[config.mk]
export PLATFORM = sky130hd
export DESIGN_NAME = restricted_power_scale_add_mod509_flat
export DESIGN_NICKNAME = d
export VERILOG_FILES = /design/src/rtl/core/rpsa_pkg.sv /design/src/rtl/core/rpsa_if.sv /design/src/rtl/core/restricted_power_scale_add_mod509.sv /design/src/flat_wrapper.sv
export VERILOG_INCLUDE_DIRS = /design/src /design/src/rtl/core
export SDC_FILE = /design/constraint.sdc
export NUM_CORES = 1
export LEC_CHECK = 0
export ABC_AREA = 0
export BUFFER_PORTS_ARGS = -buffer_cell sky130_fd_sc_hd__buf_2
export CAP_MARGIN = 40
export CORE_AREA = 2 2 276 278
export CTS_CLUSTER_SIZE = 8
export DETAILED_ROUTE_END_ITERATION = 16
export DIE_AREA = 0 0 278 280
export SYNTH_ARGS = -nofsm -noshare
export SYNTH_HDL_FRONTEND = slang
export SYNTH_SLANG_ARGS = --single-unit
[constraint.sdc]
create_clock -name i_clk -period 8.4 [get_ports i_clk]
set_clock_uncertainty 0.05 [all_clocks]
set_input_delay 1.68 -clock i_clk [delete_from_list [all_inputs] [get_ports i_clk]]
set_output_delay 1.68 -clock i_clk [all_outputs]
set_load 0.03 [all_outputs]
[src/rtl/core/assert_macros.svh]
// Assertion macros used by the top-level RTL file of the core.
`ifndef ASSERT_MACROS_SVH
`define ASSERT_MACROS_SVH

// Clocked property, checked outside of reset.
`define ASSERT_CLK(lbl, clk, rst_n, prop, msg) \
    lbl: assert property (@(posedge clk) disable iff (!rst_n) (prop)) else $error(msg);

// Condition that must never be seen outside of reset.
`define ASSERT_NEVER(lbl, clk, rst_n, cond, msg) \
    `ASSERT_CLK(lbl, clk, rst_n, !(cond), msg)

`endif

[src/rtl/core/rpsa_pkg.sv]
// Package with widths, constants and power tables of the modulo 509 scaled add.
package rpsa_pkg;

    localparam int unsigned EXP_W     = 7;
    localparam int unsigned ELEM_W    = 9;
    localparam int unsigned PROD_W    = 18;
    localparam int unsigned QUOT_W    = 10;
    localparam int unsigned MODULUS   = 509;
    localparam logic [31:0] BARRETT_MUL   = 32'd2160140723;
    localparam int unsigned BARRETT_SHIFT = 40;
    localparam int unsigned BARRETT_W     = PROD_W + 32;
    localparam int unsigned NUM_STAGES    = 7;

    typedef logic [ELEM_W-1:0] t_elem;
    typedef logic [PROD_W-1:0] t_prod;
    typedef logic [QUOT_W-1:0] t_quot;
    typedef t_elem t_lo_tab [16];
    typedef t_elem t_hi_tab [8];

    // 16^(2^k) mod 509 for k = 0..6.
    localparam int unsigned BIT_FACTOR [EXP_W] = '{16, 256, 384, 355, 302, 93, 505};

    // Partial power over exponent bits 0..3, reduced.
    function automatic t_lo_tab build_lo_tab();
        t_lo_tab     tab;
        int unsigned acc;
        for (int i = 0; i < 16; i++) begin
            acc = 1;
            for (int k = 0; k < 4; k++) begin
                if (((i >> k) & 1) != 0) begin
                    acc = (acc * BIT_FACTOR[k]) % MODULUS;
                end
            end
            tab[i] = t_elem'(acc);
        end
        return tab;
    endfunction

    // Partial power over exponent bits 4..6, reduced.
    function automatic t_hi_tab build_hi_tab();
        t_hi_tab     tab;
        int unsigned acc;
        for (int i = 0; i < 8; i++) begin
            acc = 1;
            for (int k = 0; k < 3; k++) begin
                if (((i >> k) & 1) != 0) begin
                    acc = (acc * BIT_FACTOR[k+4]) % MODULUS;
                end
            end
            tab[i] = t_elem'(acc);
        end
        return tab;
    endfunction

    localparam t_lo_tab LO_TAB = build_lo_tab();
    localparam t_hi_tab HI_TAB = build_hi_tab();

endpackage

[src/rtl/core/rpsa_if.sv]
// Valid/ready channel interfaces for the input items and the results.
interface rpsa_in_if import rpsa_pkg::*; ();
    logic                 valid;
    logic                 ready;
    logic [EXP_W-1:0]     exponent;
    t_elem                addend;
    t_elem                scale;

    modport source (output valid, output exponent, output addend, output scale, input ready);
    modport sink   (input valid, input exponent, input addend, input scale, output ready);
endinterface

interface rpsa_out_if import rpsa_pkg::*; ();
    logic  valid;
    logic  ready;
    t_elem sum_mod;

    modport source (output valid, output sum_mod, input ready);
    modport sink   (input valid, input sum_mod, output ready);
endinterface

[src/rtl/core/restricted_power_scale_add_mod509.sv]
// Top level: pipelined (addend + scale * 16^exponent) mod 509.
// Each input transfer carries one vector element and gives exactly one result.
// The block takes one element per clock unless the result side stalls; the
// rate is set by the seven-stage pipeline (table lookup, power
// product, two Barrett reduction steps, scaled add, two more Barrett steps),
// with one multiplier in each multiplying stage. Every stage holds its data
// while the stage after it is full and stalled, so empty stages keep filling
// when the result side stalls, and input ready drops only once all stages hold
// an item. There are no configuration registers and no stored state besides
// the pipeline.
`include "assert_macros.svh"

module restricted_power_scale_add_mod509 import rpsa_pkg::*; (
    input  logic      i_clk,
    input  logic      i_rst_n,
    rpsa_in_if.sink   i_in,
    rpsa_out_if.source o_out
);

    logic [NUM_STAGES:1] r_vld;
    logic [NUM_STAGES:1] en;

    t_elem r1_lo, r1_hi, r1_add, r1_scl;
    t_prod r2_prod;
    t_elem r2_add, r2_scl;
    t_prod r3_prod;
    t_quot r3_q;
    t_elem r3_add, r3_scl;
    t_elem r4_p, r4_add, r4_scl;
    t_prod r5_t;
    t_prod r6_t;
    t_quot r6_q;
    t_elem r7_sum;

    t_prod                n_prod;
    logic [BARRETT_W-1:0] n_bar3;
    t_elem                n_p;
    logic [PROD_W:0]      n_r4;
    t_prod                n_t;
    logic [BARRETT_W-1:0] n_bar6;
    t_elem                n_sum;
    logic [PROD_W:0]      n_r7;

    // A stage may load when it is empty or its content moves on.
    always_comb begin
        en[NUM_STAGES] = !r_vld[NUM_STAGES] || o_out.ready;
        for (int s = NUM_STAGES - 1; s >= 1; s--) begin
            en[s] = !r_vld[s] || en[s+1];
        end
    end

    assign i_in.ready    = en[1];
    assign o_out.valid   = r_vld[NUM_STAGES];
    assign o_out.sum_mod = r7_sum;

    always_ff @(posedge i_clk) begin
        if (!i_rst_n) begin
            r_vld <= '0;
        end else begin
            for (int s = NUM_STAGES; s >= 2; s--) begin
                if (en[s]) begin
                    r_vld[s] <= r_vld[s-1];
                end
            end
            if (en[1]) begin
                r_vld[1] <= i_in.valid;
            end
        end
    end

    // Datapath arithmetic between the stage registers.
    always_comb begin
        n_prod = t_prod'(r1_lo) * t_prod'(r1_hi);
        n_bar3 = BARRETT_W'(r2_prod) * BARRETT_W'(BARRETT_MUL);
        n_r4   = (PROD_W+1)'(r3_prod) - (PROD_W+1)'(r3_q) * (PROD_W+1)'(MODULUS);
        if (n_r4 >= (PROD_W+1)'(MODULUS)) begin
            n_p = t_elem'(n_r4 - (PROD_W+1)'(MODULUS));
        end else begin
            n_p = t_elem'(n_r4);
        end
        n_t    = t_prod'(r4_p) * t_prod'(r4_scl) + t_prod'(r4_add);
        n_bar6 = BARRETT_W'(r5_t) * BARRETT_W'(BARRETT_MUL);
        n_r7   = (PROD_W+1)'(r6_t) - (PROD_W+1)'(r6_q) * (PROD_W+1)'(MODULUS);
        if (n_r7 >= (PROD_W+1)'(MODULUS)) begin
            n_sum = t_elem'(n_r7 - (PROD_W+1)'(MODULUS));
        end else begin
            n_sum = t_elem'(n_r7);
        end
    end

    always_ff @(posedge i_clk) begin
        if (en[1]) begin
            r1_lo  <= LO_TAB[i_in.exponent[3:0]];
            r1_hi  <= HI_TAB[i_in.exponent[EXP_W-1:4]];
            r1_add <= i_in.addend;
            r1_scl <= i_in.scale;
        end
        if (en[2]) begin
            r2_prod <= n_prod;
            r2_add  <= r1_add;
            r2_scl  <= r1_scl;
        end
        if (en[3]) begin
            r3_prod <= r2_prod;
            r3_q    <= n_bar3[BARRETT_SHIFT +: QUOT_W];
            r3_add  <= r2_add;
            r3_scl  <= r2_scl;
        end
        if (en[4]) begin
            r4_p   <= n_p;
            r4_add <= r3_add;
            r4_scl <= r3_scl;
        end
        if (en[5]) begin
            r5_t <= n_t;
        end
        if (en[6]) begin
            r6_t <= r5_t;
            r6_q <= n_bar6[BARRETT_SHIFT +: QUOT_W];
        end
        if (en[7]) begin
            r7_sum <= n_sum;
        end
    end

    `ASSERT_CLK(a_sum_in_range, i_clk, i_rst_n, r_vld[NUM_STAGES] |-> (r7_sum < t_elem'(MODULUS)), "result not reduced below 509")
    `ASSERT_CLK(a_power_unit, i_clk, i_rst_n, r_vld[4] |-> (r4_p != '0 && r4_p < t_elem'(MODULUS)), "power of 16 is zero or not reduced")
    `ASSERT_CLK(a_full_when_blocked, i_clk, i_rst_n, !i_in.ready |-> (&r_vld), "input blocked while a stage is empty")
    `ASSERT_CLK(a_accept_loads, i_clk, i_rst_n, (i_in.valid && i_in.ready) |=> r_vld[1], "accepted transfer not captured")

endmodule
[src/flat_wrapper.sv]
// flat-port wrapper written by rule: the top's interface ports become plain ports
module restricted_power_scale_add_mod509_flat import rpsa_pkg::*;
  (i_clk, i_rst_n, i_in_valid, i_in_exponent, i_in_addend, i_in_scale, i_in_ready, o_out_valid, o_out_sum_mod, o_out_ready);
  rpsa_in_if i_in_i ();
  rpsa_out_if o_out_i ();
  input  logic i_clk;
  input  logic i_rst_n;
  input wire logic [$bits(i_in_i.valid)-1:0] i_in_valid;
  input wire logic [$bits(i_in_i.exponent)-1:0] i_in_exponent;
  input wire logic [$bits(i_in_i.addend)-1:0] i_in_addend;
  input wire logic [$bits(i_in_i.scale)-1:0] i_in_scale;
  output wire logic [$bits(i_in_i.ready)-1:0] i_in_ready;
  output wire logic [$bits(o_out_i.valid)-1:0] o_out_valid;
  output wire logic [$bits(o_out_i.sum_mod)-1:0] o_out_sum_mod;
  input wire logic [$bits(o_out_i.ready)-1:0] o_out_ready;
  assign i_in_i.valid = i_in_valid;
  assign i_in_i.exponent = i_in_exponent;
  assign i_in_i.addend = i_in_addend;
  assign i_in_i.scale = i_in_scale;
  assign i_in_ready = i_in_i.ready;
  assign o_out_valid = o_out_i.valid;
  assign o_out_sum_mod = o_out_i.sum_mod;
  assign o_out_i.ready = o_out_ready;
  restricted_power_scale_add_mod509 u_core (.i_clk(i_clk), .i_rst_n(i_rst_n), .i_in(i_in_i), .o_out(o_out_i));
endmodule
==> results by group, run 1 <==
Place
  • Placed wire-length estimate: 51.83 mm
  • Final Wtd Congestion: 0.8789
  • Port Buffers: 39

Logic synthesis
  • Largest family of logic cells by synthesized area: adder cells
  • Sequential fraction of the synthesis area: 0.2058
  • Most numerous cell in the Yosys netlist: inv_1
  • Synth Area in Simple Gates: 0.07788
  • Cells after Synth: 2829
  • Synth Area in Compound Gates: 0.07021
  • Mux contribution to synthesized area: 0.004462
  • Syn nets: 3844
  • Post-synth EDFFs: 199
  • Synth top area share: 0.2822
  • Synth top cells by count: inv_1 (739), ha_1 (567), fa_1 (419), edfxtp_1 (199), nand2_1 (160)
  • Main flop type after synthesis: edfxtp_1
  • Syn_area_per_cell: 10.51 um2
  • Synthesized area: 29720 um2
  • Asr flop ratio synth: 0
  • Synth Area in Adders: 0.5209
  • Post-synthesis register bit count: 206
  • YS warnings: 0
  • Top area cells in the synthesized netlist: fa_1 (28%), ha_1 (24%), edfxtp_1 (20%)
  • Xor/xnor share of the synthesized area: 0.02298
  • Yosys cell types: 74
  • Area leader, netlist: fa_1

Critical path
  • CP startpoint kind: flop
  • Crit Path Category: reg -> reg
  • Crit-path max FO: 8
  • Worst EP arrival: 6.96 ns
  • CP endpoint kind: flop
  • Critical Path RT: 8.68 ns

Route
  • DR pass1 iterations: 6
  • DRC: 0
  • Final ANT Viol Nets: 0
  • DR WL/cell: 15.62 um
  • Vias per cell: 4.828
  • Via count: 18730
  • Initial DRC count: 800
  • Routed WL: 60.61 mm

Timing
  • # setup viols final: 0
  • Setup TNS: 0 ns
  • Worst Tran Pin Value: 0.6810 ns
  • Final Cycle Share: 0.7950
  • F_max: 149.7 MHz
  • Final hold vios: 0
  • Final min period: 6.678 ns
  • Worst slew margin: 0.5432
  • Pins Over Slew Limit: 0
  • RSZ-0062 raised after global routing: no

Layout
  • Inserted Diodes: 0
  • Area delta synth->final: 7.771%
  • Layout cells sized above 1: 0.03654
  • Fill cells: 7149
  • # nets final: 3892

Die
  • CORE AREA: 75190 um2
  • Rows: 101
  • Die H: 280 um
  • Die Wd: 278 um
  • I/O pin count: 40
  • Initial Util: 0.3953
  • Die area: 77840 um2

Hold path
  • Worst min-delay path class: reg -> reg

Clock network
  • Clk buf depth: 3
  • Clock tree root driver cell: clkbuf_16
  • Post-CTS Resized: 0
  • Max H-tree Level: 1
  • CTS tree: done
  • Clock transition at the registers of the reported paths: 0.06 ns
  • Clk_lat worst skew: 0.58 ns
  • Post-CTS Setup Inserts: 0
  • CTS Hold Bufs: 0
  • Sink Count: 206
  • CTS Buf Count: 31

Global routing
  • Largest net degree at the start of global routing: 37
  • Gr usage total: 0.1627
  • First-pass GRT wire length: 102.1 mm
  • Number of global-route vias before repair: 19920
  • Initial antenna violation count: 0
  • Grt total ovfl: 0

Run
  • Maxcap violations: 0

Run status
  • Result of the run: finished clean
## final timing paths
check,startpoint,to,slack (ns),depth (start not counted)
worst max-delay path,u_core.r3_q[0],u_core.r4_p[7],1.72,19
worst min-delay path,u_core.r3_add[0],u_core.r4_add[0],0.35,0
worst max register to register,u_core.r3_q[0],u_core.r4_p[7],1.72,19
worst min register to register,u_core.r3_add[0],u_core.r4_add[0],0.35,0
## per-layer routing
metal / wire (um) / track usage
met1: 27730 / 0.2139
met2: 29480 / 0.2862
met3: 1945 / 0.01974
met4: 1449 / 0.03825
met5: 0 / 0
## critical path: stages, from the launching register on
cell and delay [ns]:
edfxtp_1 0.57, inv_1 0.15, fa_1 0.54, inv_1 0.08
fa_1 0.54, inv_1 0.05, fa_1 0.50, fa_1 0.57
fa_1 0.42, ha_1 0.38, a21o_1 0.21, a21o_1 0.21
a41o_1 0.22, o2111ai_1 0.32, a21oi_1 0.12, nor4b_1 0.38
nand4_1 0.18, nor2b_1 0.45, nor3_1 0.10, o32a_2 0.38
## cells by family after synthesis
group / count (synthesis)
xor gates and xnor gates: 78
and+or+nand+nor: 466
DFF: 206
adders and majority gates: 986
buffers and inverters: 768
muxes: 13
AOI/OAI and AO/OA: 312
## metrics by stage
stage | hold WS, ns | util | std cells | instance area (um2) | worst slack, ns
floorplan | 0.3503 | - | 2829 | 29720 | 2.528
global route | 0.3715 | 0.4260 | 3879 | 32030 | 1.223
finish | 0.3547 | 0.4260 | 3879 | 32030 | 1.722
global placement | 0.3505 | 0.4126 | 3819 | 31030 | 1.802
detailed placement | 0.3545 | 0.4136 | 3822 | 31100 | 1.774
CTS | 0.3544 | 0.4260 | 3879 | 32030 | 1.759
## flip-flops by register name, indices dropped and copies added (netlist names), 10 cells and up
name / count
u_core.r2_prod: 18
u_core.r3_prod: 18
u_core.r5_t: 18
u_core.r6_t: 18
u_core.r3_q: 10
u_core.r6_q: 10
## layout by cell type, fill, tap and decap left out, types with 5 or more instances in the layout
master       n
a211oi_1    12
and3_1      15
clkbuf_1    20
buf_2       39
nor2_1      74
a21oi_1     79
o2111ai_1    5
o21bai_1    12
a21o_1      46
nor3_1      25
nor4_1       7
xor2_1      28
nand2_1    159
clkbuf_16   31
inv_1      739
o21ai_0     56
ha_1       567
or2_2        6
nor2b_1     18
dfxtp_1      7
a2111oi_0    5
o31ai_1      6
or3_1        7
fa_1       419
and4_1       5
a31oi_1     13
nand2b_1    10
a41oi_1      5
nor3b_1      5
edfxtp_1   199
nand3_1     33
nand4_1     12
mux2i_1     11
and2_1      79
o21a_1      19
xnor2_1     50
## area by class of cell
type,count,area (um2),share of cell area
multi-input cells,1855,20700,0.6463
inverters,739,2774,0.08659
clock buffers,52,864.6,0.02699
well taps,978,1224,0.03820
clock inverters,5,67.56,0.002109
repair buffers,44,285.3,0.008906
flip-flops and latches,206,6116,0.1909
Power of run 1 is not shown: default switching activity piles up to over one toggle a cycle in this logic, so the estimate is an artifact.
==> inputs of run 2 (changes only) <==
Settings changed: ABC_AREA 0 to 1, CORE_AREA 2 2 276 278 to 2 2 287 289, DIE_AREA 0 0 278 280 to 0 0 289 291.
Clock period 8.4 ns to 5.55 ns, I/O delays scaled along.
==> run 2 against run 1 <==
Sequential cell count unchanged. Critical path type unchanged. Worst setup slack got worse by 1.5 ns. Maximum frequency increased by 24%. Final cell count increased by 25%. Critical endpoint is now u_core.r6_q[2]. Final area increased by 11%. Synthesized area increased by 7.8%. Sequential share of layout area decreased by 1.8 points. Global-route usage increased by 2.5 points. Critical path depth decreased by 2. Largest cell class unchanged.
==> results by group, run 2 <==
Route
  • Initial DRC count: 1113 (was 800)
  • Final ANT Viol Nets: 0 (unchanged)
  • Vias per cell: 4.816 (was 4.828)
  • DR pass1 iterations: 6 (unchanged)
  • Routed WL: 77.39 mm (was 60.61 mm)
  • Via count: 23290 (was 18730)
  • DR WL/cell: 16.01 um (was 15.62 um)
  • DRC: 0 (unchanged)

Critical path
  • Critical Path RT: 5.78 ns (was 8.68 ns)
  • Crit-path max FO: 3 (was 8)
  • Cell chain of the critical path: buf_4 > ha_1 > inv_1 > fa_1 > fa_1 > fa_1 > inv_1 > fa_1 > fa_1 > ha_1 > a21oi_1 > o21a_1 > o21ai_0 > a211o_1 > nand2_1 > nand3_1 > xor2_1 (was inv_1 > fa_1 > inv_1 > fa_1 > inv_1 > fa_1 > fa_1 > fa_1 > ha_1 > a21o_1 > a21o_1 > a41o_1 > o2111ai_1 > a21oi_1 > nor4b_1 > nand4_1 > nor2b_1 > nor3_1 > o32a_2)
  • Worst path most repeated cell: fa_1 (unchanged)
  • CP top delay family: adder cells (unchanged)
  • Worst EP arrival: 5.60 ns (was 6.96 ns)
  • CP max stage delay: 0.56 ns (was 0.57 ns)
  • Slowest cell on the critical path: fa_1 (was edfxtp_1)
  • CP startpoint kind: flop (unchanged)
  • WP buf/inv: 3 (unchanged)
  • Crit Path Category: reg -> reg (unchanged)
  • CP endpoint kind: flop (unchanged)

Place
  • DP Area: 34130 um2 (was 31100 um2)
  • Placed cells: 4762 (was 3822)
  • Placed wire-length estimate: 67.27 mm (was 51.83 mm)
  • Port Buffers: 39 (unchanged)
  • Final Wtd Congestion: 0.9434 (was 0.8789)

Clock network
  • CTS Hold Bufs: 0 (unchanged)
  • Clock tree root driver cell: clkbuf_16 (unchanged)
  • CTS tree: done (unchanged)
  • Clk_lat worst skew: 0.59 ns (was 0.58 ns)
  • Max H-tree Level: 1 (unchanged)
  • CTS Buf Count: 30 (was 31)
  • Sink Count: 206 (unchanged)
  • Clk buf depth: 3 (unchanged)
  • Clock transition at the registers of the reported paths: 0.05 ns (was 0.06 ns)

Global routing
  • Largest net degree at the start of global routing: 48 (was 37)
  • Initial antenna violation count: 0 (unchanged)
  • Number of global-route vias before repair: 24320 (was 19920)
  • Grt total ovfl: 0 (unchanged)
  • Gr usage total: 0.1877 (was 0.1627)
  • First-pass GRT wire length: 125.6 mm (was 102.1 mm)

Logic synthesis
  • Cells after Synth: 3605 (was 2829)
  • Synth top area share: 0.2617 (was 0.2822)
  • Yosys cell types: 48 (was 74)
  • Most numerous cell in the Yosys netlist: inv_1 (unchanged)
  • Synth top cells by count: inv_1 (980), nand2_1 (586), ha_1 (567), fa_1 (419), edfxtp_1 (199) (was inv_1 (739), ha_1 (567), fa_1 (419), edfxtp_1 (199), nand2_1 (160))
  • YS warnings: 0 (unchanged)
  • Main flop type after synthesis: edfxtp_1 (unchanged)
  • Sequential fraction of the synthesis area: 0.1908 (was 0.2058)
  • Post-synth EDFFs: 199 (unchanged)
  • Top area cells in the synthesized netlist: fa_1 (26%), ha_1 (22%), edfxtp_1 (19%) (was fa_1 (28%), ha_1 (24%), edfxtp_1 (20%))
  • Area leader, netlist: fa_1 (unchanged)
  • Syn_area_per_cell: 8.891 um2 (was 10.51 um2)
  • Post-synthesis register bit count: 206 (unchanged)
  • Synthesized area: 32050 um2 (was 29720 um2)
  • Syn nets: 4620 (was 3844)
  • Asr flop ratio synth: 0 (unchanged)

Timing
  • RSZ-0062 raised after global routing: yes (was no)
  • Worst Tran Pin Value: 0.6525 ns (was 0.6810 ns)
  • Final hold vios: 0 (unchanged)
  • Final Cycle Share: 0.9688 (was 0.7950)
  • Pins Over Slew Limit: 0 (unchanged)
  • WHS: 0.3613 ns (was 0.3547 ns)
  • Worst slew margin: 0.5650 (was 0.5432)
  • F_max: 186.0 MHz (was 149.7 MHz)
  • Final min period: 5.377 ns (was 6.678 ns)
  • # setup viols final: 0 (unchanged)

Layout
  • Most frequent cells in the layout: inv_1 (960), nand2_1 (584), ha_1 (547) (was inv_1 (739), ha_1 (567), fa_1 (419))
  • Utilization after layout: 0.4365 (was 0.4260)
  • Fill cells: 8081 (was 7149)
  • Multi-input logic area: 22420 um2 (was 20700 um2)
  • Layout cells sized above 1: 0.07384 (was 0.03654)
  • Storage cell area: 6116 um2 (unchanged)
  • Finished Cell Area: 35440 um2 (was 32030 um2)
  • Cell Count, Final, Fillers Out: 4835 (was 3879)
  • Most common cell after layout, fill and taps aside: inv_1 (unchanged)
  • # nets final: 4756 (was 3892)
  • Area delta synth->final: 10.58% (was 7.771%)
  • Inserted Diodes: 0 (unchanged)

Die
  • CORE AREA: 81190 um2 (was 75190 um2)
  • Rows: 105 (was 101)
  • Die H: 291 um (was 280 um)
  • I/O pin count: 40 (unchanged)
  • Die Wd: 289 um (was 278 um)
  • Die area: 84100 um2 (was 77840 um2)
  • Initial Util: 0.3948 (was 0.3953)

Run
  • Maxcap violations: 0 (unchanged)

Run status
  • Result of the run: finished clean (unchanged)

Hold path
  • Worst min-delay path class: reg -> reg (unchanged)
## run 2: repair_timing
action / 4_1_cts / 5_1_grt
buffers inserted: 0 / 16
endpoints found under the setup margin: 2 / 35
pin swaps: 0 / 7
resized for setup: 2 / 68
cloned: 0 / 1
## run 2: final cells by class
class / count / share of cell area
inverters: 984 / 0.1045
multi-input cells: 2378 / 0.6326
well taps: 1070 / 0.03777
repair buffers: 141 / 0.02722
clock buffers: 54 / 0.02429
flip-flops and latches: 206 / 0.1726
clock inverters: 2 / 0.0009885
## run 2: through the flow
step | setup slack (ns) | setup TNS (ns)
after global routing | -0.007989 | -0.01040
final | 0.1729 | 0
after global placement | -0.06453 | -0.06672
after floorplan | 0.04188 | 0
after CTS | 0.04803 | 0
after detailed placement | -0.05890 | -0.06018
## run 2: cells by family (layout without fill, tap and decap cells)
kind of cell | after synthesis | in the layout | synth area share
AO/OA/AOI/OAI | 334 | 334 | 0.05828
flip-flops | 206 | 206 | 0.1908
buffers and inverters | 1022 | 1181 | 0.1199
XOR/XNOR | 72 | 72 | 0.01991
multiplexers | 1 | 1 | 0.0003123
adder cells (fa/ha/maj) | 986 | 986 | 0.4831
AND/OR/NAND/NOR | 984 | 985 | 0.1277
## run 2: metal layers
metal | track usage | share of wire
met1 | 0.2531 | 0.46
met2 | 0.3171 | 0.47
met3 | 0.01842 | 0.033
met4 | 0.05771 | 0.036
met5 | 0 | 0
## run 2: final timing paths
kind / startpoint / to / slack (ns) / cells past startpoint
max reg2reg: u_core.r5_t[8] / u_core.r6_q[2] / 0.17 / 17
min: u_core.r3_scl[5] / u_core.r4_scl[5] / 0.36 / 0
max: u_core.r5_t[8] / u_core.r6_q[2] / 0.17 / 17
min reg2reg: u_core.r3_scl[5] / u_core.r4_scl[5] / 0.36 / 0
Power of run 2 is left out for the same reason.
==> inputs of run 3 (changes only) <==
Settings changed: PLACE_DENSITY set to 0.53.
==> run 3 against run 2 <==
Hold slack got worse by 0.014 ns. Worst setup slack got worse by 0.028 ns. Maximum frequency shrank 0.51%. Critical endpoint unchanged.
==> results by group, run 3 (synthesis results as in run 2) <==
Timing
  • # setup viols final: 0 (unchanged)
  • Worst Tran Pin Value: 0.6394 ns (was 0.6525 ns)
  • F_max: 185.0 MHz (was 186.0 MHz)
  • Final hold vios: 0 (unchanged)
  • Final Cycle Share: 0.9738 (was 0.9688)
  • Worst slew margin: 0.5738 (was 0.5650)
  • Final min period: 5.405 ns (was 5.377 ns)
  • Pins Over Slew Limit: 0 (unchanged)

Hold path
  • Worst Hold End: u_core.r3_add[1] (was u_core.r4_scl[5])
  • Min-Delay Path Depth: 0 (unchanged)
  • Min-Delay Startpoint: u_core.r2_add[1] (was u_core.r3_scl[5])
  • Worst min-delay path class: reg -> reg (unchanged)

Layout
  • Fill cells: 8059 (was 8081)
  • # nets final: 4813 (was 4756)
  • Area delta synth->final: 12.06% (was 10.58%)
  • Most frequent cells in the layout: inv_1 (961), nand2_1 (578), ha_1 (552) (was inv_1 (960), nand2_1 (584), ha_1 (547))
  • Cell Count, Final, Fillers Out: 4892 (was 4835)
  • Inserted Diodes: 0 (unchanged)
  • Finished Cell Area: 35920 um2 (was 35440 um2)
  • Most common cell after layout, fill and taps aside: inv_1 (unchanged)
  • Layout cells sized above 1: 0.09105 (was 0.07384)

Critical path
  • CP endpoint kind: flop (unchanged)
  • Crit-path max FO: 3 (unchanged)
  • Cell chain of the critical path: ha_2 > inv_1 > ha_1 > inv_1 > fa_1 > inv_1 > fa_1 > inv_1 > fa_1 > inv_1 > fa_1 > ha_1 > buf_4 > a21oi_1 > o21a_1 > o21ai_0 > a211o_1 > nand2_1 > nand3_1 > xor2_1 (was buf_4 > ha_1 > inv_1 > fa_1 > fa_1 > fa_1 > inv_1 > fa_1 > fa_1 > ha_1 > a21oi_1 > o21a_1 > o21ai_0 > a211o_1 > nand2_1 > nand3_1 > xor2_1)
  • Worst EP arrival: 5.65 ns (was 5.60 ns)
  • R2R Setup Slk: 0.15 ns (was 0.17 ns)
  • Endpoint of the worst register-to-register path: u_core.r6_q[2] (unchanged)
  • Worst path most repeated cell: inv_1 (was fa_1)
  • Critical Path RT: 5.80 ns (was 5.78 ns)
  • CP max stage delay: 0.53 ns (was 0.56 ns)
  • Critical register-to-register path startpoint: u_core.r5_t[8] (unchanged)
  • CP top delay family: adder cells (unchanged)
  • Crit Path Category: reg -> reg (unchanged)
  • CP startpoint kind: flop (unchanged)
  • Worst Reg-to-Reg Cells: 20 (was 17)
  • WP buf/inv: 6 (was 3)
  • Slowest cell on the critical path: fa_1 (unchanged)

Die
  • Rows: 105 (unchanged)
  • Initial Util: 0.3948 (unchanged)
  • Die H: 291 um (unchanged)
  • CORE AREA: 81190 um2 (unchanged)
  • I/O pin count: 40 (unchanged)
  • Die area: 84100 um2 (unchanged)
  • Die Wd: 289 um (unchanged)

Clock network
  • Clock tree root driver cell: clkbuf_16 (unchanged)
  • Max H-tree Level: 1 (unchanged)
  • CTS tree: done (unchanged)
  • Clk_lat worst skew: 0.59 ns (about the same)
  • Clock transition at the registers of the reported paths: 0.06 ns (was 0.05 ns)
  • Sink Count: 206 (unchanged)
  • CTS Hold Bufs: 0 (unchanged)
  • Clk buf depth: 3 (unchanged)
  • CTS Buf Count: 30 (unchanged)

Place
  • Placed cells: 4809 (was 4762)
  • Port Buffers: 39 (unchanged)
  • Final Wtd Congestion: 0.9301 (was 0.9434)
  • DP Area: 34480 um2 (was 34130 um2)
  • Placed wire-length estimate: 70.72 mm (was 67.27 mm)

Route
  • Vias per cell: 4.762 (was 4.816)
  • Routed WL: 80.86 mm (was 77.39 mm)
  • Initial DRC count: 1065 (was 1113)
  • DRC: 0 (unchanged)
  • Final ANT Viol Nets: 0 (unchanged)
  • Via count: 23300 (was 23290)
  • DR pass1 iterations: 5 (was 6)
  • DR WL/cell: 16.53 um (was 16.01 um)

Run status
  • Result of the run: finished clean (unchanged)

Global routing
  • Gr usage total: 0.1964 (was 0.1877)
  • Initial antenna violation count: 0 (unchanged)
  • Grt total ovfl: 0 (unchanged)
  • First-pass GRT wire length: 129.9 mm (was 125.6 mm)
  • Largest net degree at the start of global routing: 48 (unchanged)
  • Number of global-route vias before repair: 24400 (was 24320)

Run
  • Maxcap violations: 0 (unchanged)
[run 3: cell types whose count changed in the layout (fill, tap and decap cells not counted), moves of 3 or more]
cell,previous run,this run
o21ai_0,89,86
nor2_2,9,15
buf_4,101,159
nor2_1,184,177
nand2_1,584,578
ha_1,547,552
nand2_2,9,15
ha_2,7,3
[run 3: stage by stage]
| step | utilization | hold slack [ns] | TNS, ns | setup slack (ns) |
|---|---|---|---|---|
| 6_report | 0.4424 | 0.3477 | 0 | 0.1452 |
| 5_1_grt | 0.4424 | 0.3688 | -0.03101 | -0.01260 |
| 4_1_cts | 0.4361 | 0.3422 | 0 | 0.001851 |
| 3_5_place_dp | 0.4247 | 0.3545 | -0.1155 | -0.04880 |
| 3_3_place_gp | 0.4247 | 0.3506 | -0.02502 | -0.02502 |
| 2_1_floorplan | - | 0.3503 | 0 | 0.04188 |
[run 3: layout make-up]
cell class	instances	area [um2]	share of cell area
clock inverters	1	30.03	0.0008361
inverters	984	3705	0.1032
clock buffers	55	884.6	0.02463
repair buffers	198	1389	0.03867
multi-input cells	2378	22450	0.6252
well taps	1070	1339	0.03728
flip-flops and latches	206	6116	0.1703
[run 3: worst max path at each step]
stage	from	cells after the start	endpoint
after floorplan	o_out_ready	12	i_in_ready
after global placement	u_core.r2_prod[10]	17	u_core.r3_q[7]
after detailed placement	u_core.r2_prod[10]	17	u_core.r3_q[7]
after CTS	u_core.r2_prod[16]	21	u_core.r3_q[7]
after global routing	u_core.r2_prod[17]	19	u_core.r3_q[8]
final	u_core.r5_t[8]	20	u_core.r6_q[2]
[run 3: metal layers]
layer | global-route usage | part of all wire | vias to the layer above | wire [um]
met5 | 0 | 0 | - | 0
met4 | 0.04551 | 0.025 | 0 | 2020
met3 | 0.01936 | 0.036 | 96 | 2872
met2 | 0.3355 | 0.48 | 404 | 38730
met1 | 0.2675 | 0.46 | 11170 | 37230
li1 | - | - | 11630 | -
[run 3: timing repair]
action                     CTS  global route
resized for setup            2            87
setup endpoints to repair    3            34
gates cloned                 0             1
pin swaps                    0            14
setup buffers                0            26
Power of run 3 is left out for the same reason.
